===== src/rtl/normal_matrix_from_euler_scale_unit_defines.svh =====
// Assertion macros for the normal matrix unit.
// Included by the top level; no other dependencies.
`ifndef NORMAL_MATRIX_FROM_EULER_SCALE_UNIT_DEFINES_SVH
`define NORMAL_MATRIX_FROM_EULER_SCALE_UNIT_DEFINES_SVH

`ifndef SYNTHESIS
`define NMES_ASSERT_IMPLIES(lbl, clk, rst_n, ante, cons) \
  lbl: assert property (@(posedge clk) disable iff (!rst_n) (ante) |-> (cons)) \
    else $error("nmes assertion failed");
`define NMES_ASSERT_NEXT(lbl, clk, rst_n, ante, cons) \
  lbl: assert property (@(posedge clk) disable iff (!rst_n) (ante) |=> (cons)) \
    else $error("nmes assertion failed");
`else
`define NMES_ASSERT_IMPLIES(lbl, clk, rst_n, ante, cons)
`define NMES_ASSERT_NEXT(lbl, clk, rst_n, ante, cons)
`endif

`endif


===== src/rtl/nmes_pkg.sv =====
// Shared constants, tables and types of the normal matrix unit.
// No dependencies.
package nmes_pkg;

  localparam int OUT_FRAC_BITS = 16;

  localparam int ANG_W   = 16;
  localparam int SCL_W   = 24;
  localparam int TRIG_W  = 16;
  localparam int OUT_W   = 32;

  localparam int FULL_TURN    = 23040;
  localparam int HALF_TURN    = 11520;
  localparam int QUARTER_TURN = 5760;
  localparam int ANG_TO_Z_SH  = 10;

  localparam int CORDIC_STEPS = 16;
  localparam int CORDIC_W     = 33;
  localparam int Z_W          = 25;
  localparam int CORDIC_SH    = 16;
  localparam int TRIG_ONE     = 16384;
  localparam int FRONT_LAT    = CORDIC_STEPS + 2;

  localparam logic signed [CORDIC_W-1:0] CORDIC_GAIN = 33'sd652032874;
  localparam logic signed [Z_W-1:0] ATAN_TAB [CORDIC_STEPS] = '{
    25'sd2949120, 25'sd1740967, 25'sd919879, 25'sd466945,
    25'sd234379,  25'sd117304,  25'sd58666,  25'sd29335,
    25'sd14668,   25'sd7334,    25'sd3667,   25'sd1833,
    25'sd917,     25'sd458,     25'sd229,    25'sd115
  };

  localparam int TRIG_FRAC = 14;
  localparam int RQ_W      = 46;
  localparam int R_W       = 18;
  localparam int M_W       = 27;
  localparam int CP_W      = 2 * M_W;
  localparam int C_SH      = 16;
  localparam int C_W       = 36;
  localparam int CL_W      = 18;
  localparam int CH_W      = C_W - CL_W;
  localparam int DET_W     = 64;

  // Quotient bits: one above the saturation range, one for rounding.
  localparam int QB      = 34;
  localparam int SH1     = OUT_FRAC_BITS + 17;
  localparam int DIV_LAT = QB + 2;
  localparam int BACK_LAT = 9 + DIV_LAT + 1;

  localparam int FIFO_DEPTH = 4;
  localparam int FIFO_AW    = $clog2(FIFO_DEPTH);
  localparam int FIFO_CW    = $clog2(FIFO_DEPTH + 1);

  // Cyclic neighbours for the cofactor terms.
  localparam int NXT1 [3] = '{1, 2, 0};
  localparam int NXT2 [3] = '{2, 0, 1};

  typedef struct packed {
    logic signed [SCL_W-1:0] z;
    logic signed [SCL_W-1:0] y;
    logic signed [SCL_W-1:0] x;
  } scale_t;

  typedef struct packed {
    logic signed [TRIG_W-1:0] sin_x;
    logic signed [TRIG_W-1:0] cos_x;
    logic signed [TRIG_W-1:0] sin_y;
    logic signed [TRIG_W-1:0] cos_y;
    logic signed [TRIG_W-1:0] sin_z;
    logic signed [TRIG_W-1:0] cos_z;
    scale_t                   scl;
  } sc_t;

  typedef struct packed {
    logic full;
    logic empty;
  } fifo_st_t;

endpackage


===== src/rtl/nmes_fifo.sv =====
// Short queue between the front and back parts.
// Depends on nmes_pkg.
module nmes_fifo
  import nmes_pkg::*;
(
  input  logic     clk_i,
  input  logic     rst_ni,
  input  logic     push_i,
  input  sc_t      data_i,
  input  logic     pop_i,
  output sc_t      head_o,
  output fifo_st_t st_o
);

  sc_t                mem_q [FIFO_DEPTH];
  logic [FIFO_AW-1:0] wr_q, rd_q;
  logic [FIFO_CW-1:0] cnt_q;

  always_ff @(posedge clk_i or negedge rst_ni) begin
    if (!rst_ni) begin
      wr_q  <= '0;
      rd_q  <= '0;
      cnt_q <= '0;
    end else begin
      if (push_i) wr_q <= wr_q + 1'b1;
      if (pop_i)  rd_q <= rd_q + 1'b1;
      if (push_i && !pop_i)      cnt_q <= cnt_q + 1'b1;
      else if (pop_i && !push_i) cnt_q <= cnt_q - 1'b1;
    end
  end

  always_ff @(posedge clk_i) begin
    if (push_i) mem_q[wr_q] <= data_i;
  end

  assign head_o   = mem_q[rd_q];
  assign st_o.full  = (cnt_q == FIFO_CW'(FIFO_DEPTH));
  assign st_o.empty = (cnt_q == '0);

endmodule


===== config.mk =====
export PLATFORM = sky130hd
export DESIGN_NAME = nmes_fifo
export DESIGN_NICKNAME = d
export VERILOG_FILES = /design/src/rtl/normal_matrix_from_euler_scale_unit_defines.svh /design/src/rtl/nmes_pkg.sv /design/src/rtl/nmes_fifo.sv
export SDC_FILE = /design/constraint.sdc
export NUM_CORES = 1
export LEC_CHECK = 0
export BUFFER_PORTS_ARGS = -buffer_cell sky130_fd_sc_hd__buf_2
export CAP_MARGIN = 10
export CORE_ASPECT_RATIO = 0.7
export CORE_MARGIN = 2
export CORE_UTILIZATION = 40
export DETAILED_ROUTE_END_ITERATION = 8
export MAX_ROUTING_LAYER = met4
export PLACE_DENSITY = 0.57
export SYNTH_ARGS = -nofsm -noshare
export SYNTH_HDL_FRONTEND = slang
export SYNTH_SLANG_ARGS = --single-unit

===== constraint.sdc =====
create_clock -name clk_i -period 15 [get_ports clk_i]
set_input_delay 0.75 -clock clk_i [delete_from_list [all_inputs] [get_ports clk_i]]
set_output_delay 0.75 -clock clk_i [all_outputs]
set_load 0.005 [all_outputs]

## Word level (Yosys, flattened, before mapping)

Memories as Yosys holds them, arrays and structs flattened.
Index checks and enable logic that the tools add are counted.

- Latch bits: 0
- Output and inout bits: 170
- Memories kept: 1
- Input bits: 172
- ROM bits: 0
- RAM bits: 672
- Register bits after elaboration: 7

- Muxes and demuxes: 4
- Div/mod/pow operators: 0
- Equal/unequal tests: 1
- Shifts and indexed selects: 0
- $add $sub $neg: 4
- Multipliers: 0
- Bitwise logic cells: 0
- $lt $le $gt $ge: 0
- Reductions and logical operators: 6

Memory list:

| name | words | width | read ports | clocked after Yosys merged registers in | wr ports | RTL line | text |
|---|---|---|---|---|---|---|---|
| mem_q | 4 | 168 | 1 | 0 | 1 | nmes_fifo.sv:15 | `sc_t mem_q [FIFO_DEPTH];` |

Operator list:

| kind | number |
|---|---|
| $mux 3 | 2 |
| $add 2x1->2 const B | 2 |
| $add 3x1->3 const B | 1 |
| $eq 3x3->1 const B | 1 |
| $logic_not 3->1 | 1 |
| $sub 3x1->3 const B | 1 |
| $logic_and 1x1->1 | 2 |
| $logic_not 1->1 | 2 |
| $mux 1 | 2 |
| $reduce_bool 2->1 | 1 |

## Logic depth before layout (Yosys ltp)

- Word-level depth: 4
- Mapped depth: 7

## Worst setup path before layout

No wires, ideal clock.

- Kind: in2reg
- Start point: in push_i
- End point: mem mem_q[1][0] (netlist bit), enable pin
- Arrival time: 4.574 ns
- Required time: 14.452 ns
- Library setup time: 0.548 ns
- Buffers on the path: 0
- Slack: 9.878 ns
- Stages: 1
- Cell sequence: and2_1

- Longest elaborated chain between the ends: 2

Ends and longest elaborated chain:

| element | RTL line | text |
|---|---|---|
| start: declaration | nmes_fifo.sv:8 | `input logic push_i,` |
| $mux 1 | nmes_fifo.sv:33 | `if (push_i) mem_q[wr_q] <= data_i;` |
| $mux 1 (implied by the code) | nmes_fifo.sv:33 |  |
| end: declaration | nmes_fifo.sv:15 |  |

Every way passes these cells.

==> results.md <==
- The run finished with clean final reports.
- The count of final max-slew check failures is 0.
- Data on the critical path is required at its endpoint by 14.25 ns.
- In the layout the commonest cells are 672 x edfxtp_1, 341 x buf_2, 168 x mux4_2.
- The met2 layer usage reported by global route is 23.34%.
- The H-tree was split into 3 levels.
- The internal power of the cells totals 0.004025 W.
- Walking the worst path, the cells encountered are buf_4 -> buf_4 -> mux4_2 -> buf_2.
- The worst reg-to-reg setup slack is 12.05 ns.
- The type of the most critical hold path is input port to flip-flop.
- edfxtp_1 takes more of the synthesized area than any other cell.
- After detailed routing, the total wire length is 47.28 mm.
- The number of clock buffers added by TritonCTS is 67.
- The peak per-stage delay on the critical path is 0.96 ns.
- Relative to the synthesized area, the layout overhead comes to 18.79%.
- The pin slew with the least headroom to its limit is 0.9798 ns.
- Port buffering added 341 buffers.
- The height of the die is 211.5 um.
- After layout, the worst path uses 32.54% of the clock period.
- The worst setup path is launched from a flip-flop.
- Setup repair after global routing left no endpoint under its margin.
- Across all setup checks in the final design, the least slack found is 10.12 ns.
- The final number of hold-violating endpoints is 0.
- The sequential share of the synthesized area is 82.69%.
- Clock-pin slew was measured on the worst setup and hold paths at 0.06 ns.
- The launching point of the worst reg2reg path is wr_q[0].
- The number of antenna violations at the first check in global routing is 10.
- The total standard cell area after synthesis is 24,610 um2.
- Detailed routing inserted a total of 10,720 vias.
- Clock latency on the worst-skew pair, taken at its later pin, is 0.59 ns.
- The via count of the first global-routing pass is 11,230.
- The power dissipated by switching net loads is 0.001558 W.
- The power per unit of standard cell area is 190.9 nW/um2.
- In this run, distinct cell masters in the synthesized netlist total 19.
- TritonCTS built the clock tree.
- Global routing used 15.20% of the available tracks across all layers.
- The fraction of power spent switching nets is 27.91%.
- The global routing usage on met3 is 4.557%.
- The critical path crosses 4 cells after its start point.
- The total congestion overflow is 0.
- The die covers 63,570 um2.
- Counting every net in the synthesized netlist gives 1,090.
- Entering global routing, the biggest net connects 67 pins.
- The maximum vdd drop is 0.1338 mV.
- After detailed routing, the number of vias per cell comes to 4.917.
- Per report_power, the sequential group accounts for 46.8% of the total.
- In this run, post-CTS repair resized a total of 0 instances.
- Counting instances, the worst hold path has a depth of 2.
- The number of synthesis warnings is 0.
- The headroom to the max-slew limit is 34.68%.
- The buffers plus inverters on the worst setup path is 3.
- The number of standard cells after synthesis is 912.
- The cell with the largest stage delay on the worst path is dfrtp_4.
- The share of synthesized area in the top cell type comes to 81.98%.
- The root buffer cell is clkbuf_16.
- In this run the horizontal extent of the chip is 300.5 um.
- The detailed router's first-iteration violation count is 696.
- In the routed design, unresolved DRC markers number 0.
- The final weighted congestion in routability-driven placement is 0.7079.
- The clock network is responsible for 27.4% of the overall power.
- The worst clock skew is 0.02038 ns.
- Setup violations remaining at the end of the flow were counted as 0.
- The worst hold path begins at pop_i.
- Dividing the detail-routed wire length by the instance count gives 21.68 um.
- The proportion of power drawn by combinational gates is 25.8%.
- The top fanout value on the critical path is 45.
- Pin placement for this block handled 342 I/O pins.
- Tracing the worst setup path back leads to its startpoint at rd_q[0].
- The number of register bits inferred by synthesis is 679.
- The most prevalent standard cell on the critical path is buf_4.
- The first-pass iteration count of the detailed router is 5.
- STA classifies the critical path endpoint as an output port.
- The most common cell after layout, fill and taps aside is edfxtp_1.
- Sorting the synthesized cells by area gives the leading types as edfxtp_1 82%, mux4_2 15%, dfrtp_1 0.71%, buf_6 0.55%, buf_2 0.41%.
- The static leakage is 9.840 nW.
- The count of max-cap constraint violations is 0.
- Summed over all failing endpoints, the final setup total negative slack is 0 ns.
- Clock tree synthesis found a total of 679 sinks.
- The number of antenna-violating nets in the routed design is 0.
- The share of final-layout standard cells stronger than drive strength 1 is 45.86%.
- The worst path in the final design needs a cycle of 4.882 ns, including I/O delays and setup.
- The final-layout fill cell count is 5,026.
- The floorplan row count is 76.
- The detailed placement HPWL is 28.20 mm.
- Timing would allow up to 0.2049 GHz.
- The placeable core region is 61,140 um2.
- The arrival time at the worst endpoint is 4.13 ns.
- The overall power is 0.005583 W.
- For met1 alone, demand over resource in global routing was 19.77%.
- Averaged over all synthesized cells, the footprint is 26.99 um2.
- For the worst flop-to-flop path, the logic depth is 5.
- The layer flagged by global routing as most heavily used is met2.
- The critical path is of the flip-flop to output port type.
- The first global-routing pass estimated 70.16 mm of wire.
- Before CTS, the worst setup slack after placement is 10.55 ns.
- In this run the post-CTS setup repair buffer count came out at 0.
- Once the floorplan was initialized, standard cells occupied 40.26% of the core.
- The quantity of hold-fixing buffers added after cts is 1.
- The kind of cell with the highest combined delay along the critical path is buffers and inverters.
- In the final design database the tool counted 1,478 nets.
- The number of buffers on the longest clock path is 3.
-- power groups by stage --
stage / Clock [W] / Sequential [W] / Combinational, W
after global routing: 0.00165 / 0.00265 / 0.00156
after detailed placement: 0 / 0.00266 / 0.00149
after floorplan: 0 / 0.00263 / 0.000956
after CTS: 0.00158 / 0.00262 / 0.00150
final: 0.00153 / 0.00262 / 0.00144
after global placement: 0 / 0.00265 / 0.00148
-- metrics by stage --
| step | hold slack (ns) | cells | util (%) | area, um2 |
|---|---|---|---|---|
| floorplan | 0.4544 | 912 | - | 24610 |
| global placement | 0.4714 | 2049 | 44.51 | 27210 |
| detailed placement | 0.4769 | 2049 | 44.51 | 27210 |
| CTS | 0.3152 | 2171 | 47.78 | 29220 |
| global route | 0.3326 | 2181 | 47.82 | 29240 |
| finish | 0.3693 | 2181 | 47.82 | 29240 |
-- worst paths after layout --
check | end
max in group asynchronous | rd_q[0]
max | head_o[117]
min reg2reg | cnt_q[2]
min | rd_q[0]
min in group asynchronous | rd_q[1]
max reg2reg | mem_q[0][104]
-- flip-flops by register name (all words and copies together), names as in the netlist --
name   flops
rd_q       2
wr_q       2
mem_q    672
cnt_q      3
-- per-layer routing --
layer / vias to the layer above / wire length (um)
li1: 4768 / -
met1: 5629 / 20720
met2: 254 / 22880
met3: 73 / 2742
met4: 0 / 926
met5: - / 0
-- cell families after synthesis --
group                    count (synthesis)  synth area share, %
buffers and inverters                   42                1.123
adder cells (fa/ha/maj)                  6               0.3355
AO/OA/AOI/OAI                            1              0.02031
flip-flops                             679                82.69
multiplexers                           169                15.42
AND/OR/NAND/NOR                          9               0.1982
XOR/XNOR                                 6               0.2135
-- synthesized netlist by cell type --
cell	n
nor3b_1	1
mux2_2	1
buf_2	20
xor2_1	4
inv_1	4
xnor2_1	2
mux4_2	168
buf_6	12
nand2_1	2
dfrtp_1	7
fa_1	1
buf_4	1
nor2_1	1
ha_1	5
and2_1	4
o21ai_0	1
nor3_1	1
clkbuf_1	5
edfxtp_1	672
-- layout make-up --
type	count	area, um2	share of cell area (%)
Tap cell	819	1025	3.504
Timing Repair Buffer	357	1829	6.256
Clock buffer	84	1740	5.952
Sequential cell	679	20360	69.64
Multi-Input combinational cell	191	3994	13.66
Clock inverter	37	250.2	0.8558
Antenna cell	10	25.02	0.08558
Inverter	4	15.01	0.05135
Power figures use the tool's default switching activity.
